$ cat src/rtl/brdc_pkg.sv
// shared types, codes and constants of the balance robot drive controller
`timescale 1ns / 1ps

package brdc_pkg;

  // opcodes of an input transfer
  localparam logic [1:0] OP_TICK   = 2'd0;
  localparam logic [1:0] OP_TOGGLE = 2'd1;
  localparam logic [1:0] OP_STOP   = 2'd2;
  localparam logic [1:0] OP_RUN    = 2'd3;

  // register indexes, one 32-bit word each at byte address 4*i
  localparam logic [2:0] REG_OFFSET = 3'd0;
  localparam logic [2:0] REG_BAL_KP = 3'd1;
  localparam logic [2:0] REG_BAL_KD = 3'd2;
  localparam logic [2:0] REG_VEL_KP = 3'd3;
  localparam logic [2:0] REG_VEL_KI = 3'd4;
  localparam logic [2:0] REG_MAXDRV = 3'd5;
  localparam logic [2:0] REG_TILT   = 3'd6;

  // datapath step codes of one control tick
  localparam logic [3:0] STEP_BAL_P    = 4'd0;
  localparam logic [3:0] STEP_BAL_D    = 4'd1;
  localparam logic [3:0] STEP_FILT_OLD = 4'd2;
  localparam logic [3:0] STEP_FILT_NEW = 4'd3;
  localparam logic [3:0] STEP_FILT     = 4'd4;
  localparam logic [3:0] STEP_INTEG    = 4'd5;
  localparam logic [3:0] STEP_VEL_I    = 4'd6;
  localparam logic [3:0] STEP_VEL      = 4'd7;
  localparam logic [3:0] STEP_DRIVE    = 4'd8;
  localparam logic [3:0] STEP_LAST     = STEP_DRIVE;

  // filter weights 0.8 and 0.2 over 2^14, integral limit 10000 in q.8
  localparam logic signed [16:0] FILT_OLD = 17'sd13107;
  localparam logic signed [16:0] FILT_NEW = 17'sd3277;
  localparam logic signed [26:0] INTEG_LIMIT = 27'sd2560000;

  typedef struct packed {
    logic signed [16:0] balance_offset;
    logic [15:0]        bal_p_gain;
    logic [15:0]        bal_d_gain;
    logic [15:0]        vel_p_gain;
    logic [15:0]        vel_i_gain;
    logic [15:0]        max_drive;
    logic [15:0]        tilt_limit;
  } cfg_t;

  typedef struct packed {
    logic       accept;
    logic       step_en;
    logic [3:0] step;
    logic       write_out;
  } cmd_t;

endpackage

$ cat src/rtl/brdc_regs.sv
// configuration registers behind the apb-style port
`timescale 1ns / 1ps

module brdc_regs
  import brdc_pkg::*;
(
  input  logic        clk,
  input  logic        rst,
  input  logic        psel,
  input  logic        penable,
  input  logic        pwrite,
  input  logic [4:0]  paddr,
  input  logic [31:0] pwdata,
  output logic [31:0] prdata,
  output logic        pready,
  output cfg_t        cfg
);

  logic       wr_en;
  logic [2:0] reg_idx;

  assign pready  = 1'b1;
  assign reg_idx = paddr[4:2];
  assign wr_en   = psel && penable && pwrite && pready;

  always_ff @(posedge clk) begin
    if (rst) begin
      cfg.balance_offset <= -17'sd896;
      cfg.bal_p_gain     <= 16'd64000;
      cfg.bal_d_gain     <= 16'd256;
      cfg.vel_p_gain     <= 16'd768;
      cfg.vel_i_gain     <= 16'd1311;
      cfg.max_drive      <= 16'd7200;
      cfg.tilt_limit     <= 16'd8960;
    end else if (wr_en) begin
      case (reg_idx)
        REG_OFFSET: cfg.balance_offset <= $signed(pwdata[16:0]);
        REG_BAL_KP: cfg.bal_p_gain     <= pwdata[15:0];
        REG_BAL_KD: cfg.bal_d_gain     <= pwdata[15:0];
        REG_VEL_KP: cfg.vel_p_gain     <= pwdata[15:0];
        REG_VEL_KI: cfg.vel_i_gain     <= pwdata[15:0];
        REG_MAXDRV: cfg.max_drive      <= pwdata[15:0];
        REG_TILT:   cfg.tilt_limit     <= pwdata[15:0];
        default: ;
      endcase
    end
  end

  always_comb begin
    case (reg_idx)
      REG_OFFSET: prdata = {{15{cfg.balance_offset[16]}}, cfg.balance_offset};
      REG_BAL_KP: prdata = {16'd0, cfg.bal_p_gain};
      REG_BAL_KD: prdata = {16'd0, cfg.bal_d_gain};
      REG_VEL_KP: prdata = {16'd0, cfg.vel_p_gain};
      REG_VEL_KI: prdata = {16'd0, cfg.vel_i_gain};
      REG_MAXDRV: prdata = {16'd0, cfg.max_drive};
      REG_TILT:   prdata = {16'd0, cfg.tilt_limit};
      default:    prdata = 32'd0;
    endcase
  end

endmodule

$ cat src/rtl/brdc_ctrl.sv
// controller state machine: accept, step sequencing and result hand-off
`timescale 1ns / 1ps

module brdc_ctrl
  import brdc_pkg::*;
(
  input  logic       clk,
  input  logic       rst,
  input  logic       in_valid,
  input  logic [1:0] opcode,
  output logic       in_stall,
  output logic       out_valid,
  input  logic       out_stall,
  output cmd_t       cmd
);

  localparam logic [1:0] ST_IDLE = 2'd0;
  localparam logic [1:0] ST_CALC = 2'd1;
  localparam logic [1:0] ST_EMIT = 2'd2;

  logic [1:0] state;
  logic [1:0] state_next;
  logic [3:0] step;
  logic [3:0] step_next;

  always_comb begin
    state_next    = state;
    step_next     = step;
    cmd.accept    = 1'b0;
    cmd.step_en   = 1'b0;
    cmd.step      = step;
    cmd.write_out = 1'b0;
    case (state)
      ST_IDLE: begin
        if (in_valid) begin
          cmd.accept = 1'b1;
          step_next  = STEP_BAL_P;
          state_next = (opcode == OP_TICK) ? ST_CALC : ST_EMIT;
        end
      end
      ST_CALC: begin
        cmd.step_en = 1'b1;
        if (step == STEP_LAST) begin
          state_next = ST_EMIT;
        end else begin
          step_next = step + 4'd1;
        end
      end
      ST_EMIT: begin
        // output register free or being drained this cycle
        if (!out_valid || !out_stall) begin
          cmd.write_out = 1'b1;
          state_next    = ST_IDLE;
        end
      end
      default: state_next = ST_IDLE;
    endcase
  end

  always_ff @(posedge clk) begin
    if (rst) begin
      state     <= ST_IDLE;
      step      <= STEP_BAL_P;
      out_valid <= 1'b0;
    end else begin
      state <= state_next;
      step  <= step_next;
      if (cmd.write_out) begin
        out_valid <= 1'b1;
      end else if (!out_stall) begin
        out_valid <= 1'b0;
      end
    end
  end

  assign in_stall = (state != ST_IDLE);

endmodule

$ cat src/rtl/brdc_dp.sv
// datapath: shared multiplier, accumulator, loop state and result registers
`timescale 1ns / 1ps

module brdc_dp
  import brdc_pkg::*;
(
  input  logic               clk,
  input  logic               rst,
  input  cfg_t               cfg,
  input  cmd_t               cmd,
  input  logic [1:0]         opcode,
  input  logic signed [16:0] tilt_angle,
  input  logic signed [15:0] gyro_rate,
  input  logic signed [15:0] enc_left,
  input  logic signed [15:0] enc_right,
  output logic signed [16:0] drive_left,
  output logic signed [16:0] drive_right,
  output logic               stopped
);

  logic               motors_stopped;
  logic signed [25:0] speed_filtered;
  logic signed [22:0] speed_integral;

  logic signed [17:0] bias;
  logic signed [15:0] gyro;
  logic signed [16:0] enc_sum;
  logic signed [42:0] prod;
  logic signed [52:0] acc;
  logic signed [26:0] bal;
  logic signed [28:0] vel;
  logic signed [16:0] res_drive;

  logic signed [25:0] mul_a;
  logic signed [16:0] mul_b;
  logic signed [42:0] mul_out;
  logic signed [52:0] prod_ext;
  logic signed [52:0] prod_sh8;
  logic signed [52:0] acc_add_sh8;
  logic signed [52:0] acc_add;
  logic signed [52:0] bal_round;
  logic signed [52:0] vel_round;
  logic signed [26:0] integ_sum;
  logic signed [29:0] diff;
  logic signed [29:0] lim;
  logic [17:0]        angle_mag;
  logic               tilt_over;

  // tilt magnitude check at accept
  assign angle_mag = tilt_angle[16] ? (18'd0 - {tilt_angle[16], tilt_angle})
                                    : {1'b0, tilt_angle};
  assign tilt_over = angle_mag > {2'b00, cfg.tilt_limit};

  always_comb begin
    case (cmd.step)
      STEP_BAL_P: begin
        mul_a = {{8{bias[17]}}, bias};
        mul_b = $signed({1'b0, cfg.bal_p_gain});
      end
      STEP_BAL_D: begin
        mul_a = {{10{gyro[15]}}, gyro};
        mul_b = $signed({1'b0, cfg.bal_d_gain});
      end
      STEP_FILT_OLD: begin
        mul_a = speed_filtered;
        mul_b = FILT_OLD;
      end
      STEP_FILT_NEW: begin
        mul_a = {{9{enc_sum[16]}}, enc_sum};
        mul_b = FILT_NEW;
      end
      STEP_INTEG: begin
        mul_a = speed_filtered;
        mul_b = $signed({1'b0, cfg.vel_p_gain});
      end
      STEP_VEL_I: begin
        mul_a = {{3{speed_integral[22]}}, speed_integral};
        mul_b = $signed({1'b0, cfg.vel_i_gain});
      end
      default: begin
        mul_a = speed_filtered;
        mul_b = FILT_OLD;
      end
    endcase
  end

  assign mul_out     = mul_a * mul_b;
  assign prod_ext    = {{10{prod[42]}}, prod};
  assign prod_sh8    = {{2{prod[42]}}, prod, 8'd0};
  assign acc_add_sh8 = acc + prod_sh8;
  assign acc_add     = acc + prod_ext;
  // truncation towards zero: bias negative values before the shift
  assign bal_round   = acc[52] ? (acc + 53'sd65535) : acc;
  assign vel_round   = acc_add[52] ? (acc_add + 53'sd16777215) : acc_add;
  assign integ_sum   = {{4{speed_integral[22]}}, speed_integral}
                     + {speed_filtered[25], speed_filtered};
  assign diff        = {{3{bal[26]}}, bal} - {vel[28], vel};
  assign lim         = {14'd0, cfg.max_drive};

  always_ff @(posedge clk) begin
    if (rst) begin
      motors_stopped <= 1'b0;
      speed_filtered <= '0;
      speed_integral <= '0;
    end else begin
      if (cmd.accept) begin
        case (opcode)
          OP_TOGGLE: motors_stopped <= !motors_stopped;
          OP_STOP:   motors_stopped <= 1'b1;
          OP_RUN:    motors_stopped <= 1'b0;
          default:   motors_stopped <= motors_stopped || tilt_over;
        endcase
      end
      if (cmd.step_en && cmd.step == STEP_FILT) begin
        speed_filtered <= acc_add_sh8[39:14];
      end
      if (cmd.step_en && cmd.step == STEP_INTEG) begin
        if (integ_sum > INTEG_LIMIT) begin
          speed_integral <= INTEG_LIMIT[22:0];
        end else if (integ_sum < -INTEG_LIMIT) begin
          speed_integral <= 23'(-INTEG_LIMIT);
        end else begin
          speed_integral <= integ_sum[22:0];
        end
      end
    end
  end

  // payload registers, no reset needed
  always_ff @(posedge clk) begin
    if (cmd.accept) begin
      bias      <= {tilt_angle[16], tilt_angle}
                 - {cfg.balance_offset[16], cfg.balance_offset};
      gyro      <= gyro_rate;
      enc_sum   <= {enc_left[15], enc_left} + {enc_right[15], enc_right};
      res_drive <= '0;
    end
    if (cmd.step_en) begin
      prod <= mul_out;
      case (cmd.step)
        STEP_BAL_D:    acc <= prod_ext;
        STEP_FILT_OLD: acc <= acc_add_sh8;
        STEP_FILT_NEW: begin
          bal <= bal_round[42:16];
          acc <= prod_ext;
        end
        STEP_VEL_I:    acc <= prod_sh8;
        STEP_VEL:      vel <= vel_round[52:24];
        STEP_DRIVE: begin
          if (motors_stopped) begin
            res_drive <= '0;
          end else if (diff > lim) begin
            res_drive <= lim[16:0];
          end else if (diff < -lim) begin
            res_drive <= 17'(-lim);
          end else begin
            res_drive <= diff[16:0];
          end
        end
        default: ;
      endcase
    end
    if (cmd.write_out) begin
      drive_left  <= res_drive;
      drive_right <= res_drive;
      stopped     <= motors_stopped;
    end
  end

endmodule

$ cat src/rtl/balance_robot_drive_controller.sv
// top level of the two-wheel balance robot drive controller
`timescale 1ns / 1ps

// usage
// - input channel (in_valid / in_stall) carries opcode, tilt_angle, gyro_rate and
//   the two encoder deltas; a transfer happens when in_valid is high and in_stall low
// - opcode 0 runs a control tick: tilt check, balance pd term, velocity low-pass,
//   clamped integral and velocity pi term, then both wheel drives
// - opcodes 1 to 3 toggle, set or clear the stopped flag and return zero drives
// - output channel (out_valid / out_stall) returns drive_left, drive_right and stopped,
//   one result per input transfer, held stable while out_stall is high
// - one item at a time: a control tick runs nine steps of the shared 26x17 multiplier
//   and accumulator, then loads the output register; a stop opcode goes straight to
//   the output register; the next transfer is taken after the result is loaded
// - a result waits in the output register while the receiver stalls; the block
//   finishes the next item and holds in_stall high until that register drains
// - reset (rst, synchronous) restores the register defaults, clears the stopped
//   flag, filter and integral, and empties the output register
// - configuration through the apb-style port at byte address 4*i, always ready;
//   write it only while no item is in flight

module balance_robot_drive_controller
  import brdc_pkg::*;
(
  input  logic               clk,
  input  logic               rst,
  input  logic               in_valid,
  output logic               in_stall,
  input  logic [1:0]         opcode,
  input  logic signed [16:0] tilt_angle,
  input  logic signed [15:0] gyro_rate,
  input  logic signed [15:0] enc_left,
  input  logic signed [15:0] enc_right,
  output logic               out_valid,
  input  logic               out_stall,
  output logic signed [16:0] drive_left,
  output logic signed [16:0] drive_right,
  output logic               stopped,
  input  logic               psel,
  input  logic               penable,
  input  logic               pwrite,
  input  logic [4:0]         paddr,
  input  logic [31:0]        pwdata,
  output logic [31:0]        prdata,
  output logic               pready
);

  cfg_t cfg;
  cmd_t cmd;

  // register bank
  brdc_regs u_regs (
    .clk     (clk),
    .rst     (rst),
    .psel    (psel),
    .penable (penable),
    .pwrite  (pwrite),
    .paddr   (paddr),
    .pwdata  (pwdata),
    .prdata  (prdata),
    .pready  (pready),
    .cfg     (cfg)
  );

  // sequencer: owns both handshakes
  brdc_ctrl u_ctrl (
    .clk       (clk),
    .rst       (rst),
    .in_valid  (in_valid),
    .opcode    (opcode),
    .in_stall  (in_stall),
    .out_valid (out_valid),
    .out_stall (out_stall),
    .cmd       (cmd)
  );

  // arithmetic and loop state
  brdc_dp u_dp (
    .clk         (clk),
    .rst         (rst),
    .cfg         (cfg),
    .cmd         (cmd),
    .opcode      (opcode),
    .tilt_angle  (tilt_angle),
    .gyro_rate   (gyro_rate),
    .enc_left    (enc_left),
    .enc_right   (enc_right),
    .drive_left  (drive_left),
    .drive_right (drive_right),
    .stopped     (stopped)
  );

  // a stopped result never drives the motors
  a_stopped_zero: assert property (@(posedge clk) disable iff (rst)
    out_valid && stopped |-> (drive_left == 17'sd0) && (drive_right == 17'sd0))
    else $error("drive not zero while stopped");

  // after a transfer the block is busy with that item
  a_busy_after_accept: assert property (@(posedge clk) disable iff (rst)
    in_valid && !in_stall |=> in_stall)
    else $error("input taken again before the item finished");

  // a result is only loaded when the output register is free or draining
  a_no_overwrite: assert property (@(posedge clk) disable iff (rst)
    cmd.write_out |-> !out_valid || !out_stall)
    else $error("result loaded over a waiting result");

endmodule

$ cat config.mk
export PLATFORM = sky130hd
export DESIGN_NAME = balance_robot_drive_controller
export DESIGN_NICKNAME = d
export VERILOG_FILES = /design/src/rtl/brdc_pkg.sv /design/src/rtl/brdc_regs.sv /design/src/rtl/brdc_ctrl.sv /design/src/rtl/brdc_dp.sv /design/src/rtl/balance_robot_drive_controller.sv
export SDC_FILE = /design/constraint.sdc
export NUM_CORES = 2
export LEC_CHECK = 0
export BUFFER_PORTS_ARGS = -buffer_cell sky130_fd_sc_hd__buf_2
export CAP_MARGIN = 5
export CORE_ASPECT_RATIO = 0.5
export CORE_UTILIZATION = 35
export DETAILED_ROUTE_END_ITERATION = 12
export PLACE_DENSITY = 0.62
export SKIP_LAST_GASP = 1
export SYNTH_ARGS = -nofsm -noshare
export SYNTH_HDL_FRONTEND = slang
export SYNTH_SLANG_ARGS = --single-unit
$ cat constraint.sdc
create_clock -name clk -period 7.85 [get_ports clk]
set_clock_uncertainty 0.2 [all_clocks]
set_input_delay 1.57 -clock clk [delete_from_list [all_inputs] [get_ports clk]]
set_output_delay 1.57 -clock clk [all_outputs]
set_load 0.05 [all_outputs]
==> impl_metrics.toml <==
[critical_path]
r2r_cells = 30
worst_r2r_startpoint = "u_ctrl.step[1]$_SDFFE_PP0P_"
critPathMaxFanout = 7
critPathArrivalTime_ns = 8.23
start_point_of_the_critical_path = "u_ctrl.step[1]$_SDFFE_PP0P_"
category_of_the_most_critical_setup_path = "reg -> reg"
crit-reg2reg-capture = "u_dp.prod[39]$_DFFE_PP_"
critPathLaunchType = "flop"
crit_buf_inv = 7
critPathMaxStageDelay_ns = 0.57
regToRegSetupSlack_ns = -0.24
critPathRequiredTime_ns = 7.99
crit_path_top_delay_cell = "sky130_fd_sc_hd__fa_1"
worst_setup_path_endpoint = "u_dp.prod[39]$_DFFE_PP_"
path_depth = 30
critical-path-top-delay-family = "adder cells"
worstSetupEndpointType = "flop"

[grt]
grt_remaining_overflow = 0
grt.total_usage_pct = 22.1
grt_pass1_wl_um = 222000
grt_pass1_vias = 38141
grt_max_degree = 78
initial_antenna_violation_count = 7

[synthesis]
share_of_the_yosys_chip_area_belonging_to_registers_pct = 23.1
mappedNetlistNets = 6110
synth.distinct_cells = 100
ys_warn_count = 0
synthFlopType = "sky130_fd_sc_hd__edfxtp_1"
post_synth.cell_area_avg_um2 = 8.58
synthesis.instances = 5234
synth.cell_area_um2 = 44900
asyncSetResetFlopFracSynth_pct = 0
synth_enable_flop_cells = 221
ys_seq_elements = 408

[placed_design]
dpl.cell_count = 7260
hpwlAfterDp_um = 117000
place.port_buffers = 162
gpl.final_weighted_congestion = 0.949

[timing]
setup_ws_ns = -0.241
fmax_mhz = 124
timing.final.setup_violations = 10
slew_viol_final = 0
finalHoldWorstSlack_ns = 0.236
max_slew_margin_pct = 28.0
timing_hold_violations_final = 0
timing.final.crit_share_pct = 103
worst-slew-pin-transition_ns = 1.08
fin_crit_ns = 8.09
finalSetupTns_ns = -1.38
grt_setup_unrepaired = "yes"

[power_and_ir_drop]
share_seq_of_total_power_pct = 12.4
power.clock.fraction_pct = 8.1
p_per_area_nw_per_um2 = 504
static-leakage-power_uw = 0.0237
power.ir.vdd_worst_v = 0.00119
switching_share_of_total_power_pct = 46.6
switching_power_uw = 12500
intPower_uw = 14400
total_power_uw = 26900
share_comb_of_total_power_pct = 79.5

[cells_and_area]
final_nets = 6543
combined_area_of_the_multi_input_logic_cells_um2 = 31800
finalNonFillerCells = 7398
layout-drive-gt1-share_pct = 17.0
synthToLayoutAreaGrowth_pct = 18.7
post-route-util_pct = 42.1
layout.area.seq_um2 = 10400
layout.filler_cells = 12547

[route]
detail_route.wl_per_cell_um = 19.5
drc = 0
remaining_number_of_nets_flagged_by_the_antenna_check_after_routing = 0
via_count = 39505
routed_wirelength_um = 144000
detail_route.vias_per_cell = 5.34
drtPass1Iterations = 9
dr.first_iter.drc_count = 3700

[clock_tree]
worst_setup_hold_path_clk_slew_ns = 0.06
clock_tree.root_cell = "sky130_fd_sc_hd__clkbuf_16"
cts_hold_buf = 0
clock_tree_from_tritoncts = "yes"
ctsHtreeMaxLevel = 2
clock_latency_ns = 0.62
tritoncts.num_buffers = 45
cts.sink_count = 408
clock_path_buffers = 3

[status]
status = "complete, but fails checks"
violations_in_the_final_reports = "setup timing"

[floorplan]
floorplan.rows = 92
die_w_um = 508
floorplan.core_area_um2 = 127000
initial_core_util_pct = 35.4
design.die.area_um2 = 130000
design.portCount = 181
die_h_um = 255

[min_path]
worst_hold_path_type = "reg -> reg"

[run]
number_of_max_capacitance_violations_reported = 0
cell usage after synthesis, drive strengths merged (16+ instances only):
master / number / area share [%]
nor4: 19 / 0.31
nand4: 44 / 0.63
nor2b: 46 / 0.64
o21ai: 209 / 2.3
nand2: 692 / 5.8
a22oi: 55 / 0.92
mux2: 17 / 0.43
a211oi: 31 / 0.52
nor2: 455 / 3.8
o2111ai: 16 / 0.31
and3: 51 / 0.72
mux2i: 35 / 0.78
xor2: 88 / 1.7
nand3: 89 / 1.0
xnor2: 163 / 3.2
a2111oi: 16 / 0.37
ha: 354 / 9.9
dfxtp: 187 / 8.3
or2: 19 / 0.26
clkbuf: 182 / 1.5
a21o: 107 / 1.8
o21bai: 20 / 0.33
inv: 678 / 5.7
or3: 37 / 0.52
buf: 63 / 0.88
o31ai: 28 / 0.47
a21oi: 320 / 3.6
nand3b: 31 / 0.52
nand2b: 50 / 0.70
a31oi: 35 / 0.49
nor3: 81 / 0.94
fa: 411 / 18
and2: 42 / 0.59
o31a: 16 / 0.31
edfxtp: 221 / 15
o21a: 50 / 0.84
o211ai: 16 / 0.27
a211o: 29 / 0.57
worst reg2reg max path, delay by kind of cell (launching register included):
| kind | cells | cell delay (ns) |
|---|---|---|
| simple gates | 9 | 2.00 |
| buf+inv | 7 | 0.59 |
| compound gates | 6 | 1.13 |
| flops | 1 | 0.38 |
| fa+ha+maj | 8 | 3.51 |
state kept, by name, indices dropped and copies added (netlist names), 18 cells and up:
register / cells
u_regs.cfg: 113
u_dp.acc: 53
u_dp.prod: 43
u_dp.vel: 29
u_dp.bal: 27
u_dp.speed_filtered: 26
u_dp.speed_integral: 23
u_dp.bias: 18
timing repair:
action                     4_1_cts  5_1_grt
cloned                           2        2
pin swaps                      116       79
setup buffers                   32       21
setup endpoints to repair       20       20
resized for setup              158       87
metal layers:
layer	vias to the layer above	routed length (µm)	track usage [%]	share of wire (%)
li1	18689	-	-	-
met1	19271	64800	30.8	45
met2	1349	63600	35.1	44
met3	190	12200	4.15	8.5
met4	6	3710	5.88	2.6
met5	-	35	0	0.024
how the worst min path moves through the flow:
stage	endpoint	from	cells after the start
global placement	u_dp.drive_left[2]$_DFFE_PP_	u_dp.res_drive[2]$_DFF_P_	0
CTS	u_dp.drive_left[1]$_DFFE_PP_	u_dp.res_drive[1]$_DFF_P_	0
floorplan	u_dp.drive_left[16]$_DFFE_PP_	u_dp.res_drive[16]$_DFF_P_	0
detailed placement	u_dp.drive_left[1]$_DFFE_PP_	u_dp.res_drive[1]$_DFF_P_	0
finish	u_dp.drive_left[8]$_DFFE_PP_	u_dp.res_drive[8]$_DFF_P_	0
global route	u_dp.drive_left[1]$_DFFE_PP_	u_dp.res_drive[1]$_DFF_P_	0
layout make-up:
| class | instances | area share (%) |
|---|---|---|
| multi-input cells | 3900 | 59.7 |
| flip-flops and latches | 408 | 19.5 |
| repair buffers | 631 | 9.23 |
| inverters | 681 | 4.80 |
| well taps | 1692 | 3.97 |
| clock buffers | 62 | 2.37 |
| clock inverters | 22 | 0.427 |
| diodes | 2 | 0.00939 |
power groups by stage:
stage / clock network [µW] / registers [µW] / logic [µW]
final: 2190 / 3320 / 21400
after CTS: 2230 / 3310 / 20500
after detailed placement: 0 / 3360 / 19100
after floorplan: 0 / 3220 / 11300
after global routing: 2290 / 3320 / 23600
after global placement: 0 / 3360 / 18900
kinds of logic (layout without fill, tap and decap cells):
family / Yosys count / after routing / share of synthesized area, %
compound gates: 1112 / 1112 / 16.4
buf+inv: 926 / 1396 / 8.10
mux: 61 / 61 / 1.66
other cells: 1 / 3 / 0.00835
fa+ha+maj: 765 / 765 / 28.2
simple gates: 1710 / 1710 / 17.6
flops: 408 / 408 / 23.1
xor+xnor: 251 / 251 / 4.90
cells in the final DEF (no fill, tap or decap), types with 34 or more instances in the layout:
master	instances
sky130_fd_sc_hd__nand3_1	83
sky130_fd_sc_hd__dfxtp_1	185
sky130_fd_sc_hd__nor2_1	422
sky130_fd_sc_hd__and3_1	47
sky130_fd_sc_hd__or3_1	34
sky130_fd_sc_hd__xnor2_1	162
sky130_fd_sc_hd__nand2b_1	49
sky130_fd_sc_hd__mux2i_1	35
sky130_fd_sc_hd__buf_4	410
sky130_fd_sc_hd__edfxtp_1	221
sky130_fd_sc_hd__clkbuf_16	49
sky130_fd_sc_hd__xor2_1	87
sky130_fd_sc_hd__nand4_1	43
sky130_fd_sc_hd__a21o_1	106
sky130_fd_sc_hd__nand2_1	680
sky130_fd_sc_hd__o21a_1	49
sky130_fd_sc_hd__nor2b_1	45
sky130_fd_sc_hd__nor3_1	76
sky130_fd_sc_hd__ha_1	334
sky130_fd_sc_hd__o21ai_0	176
sky130_fd_sc_hd__fa_1	392
sky130_fd_sc_hd__inv_1	651
sky130_fd_sc_hd__a31oi_1	34
sky130_fd_sc_hd__buf_2	161
sky130_fd_sc_hd__a21oi_1	300
sky130_fd_sc_hd__a22oi_1	52
through the flow:
step / instance area, µm² / setup WS, ns
after detailed placement: 50400 / -0.698
after CTS: 52800 / -0.179
after global routing: 53300 / -0.477
after floorplan: 45100 / 0.00566
final: 53300 / -0.241
after global placement: 50400 / -0.679
(Power assumes the default switching activity.)
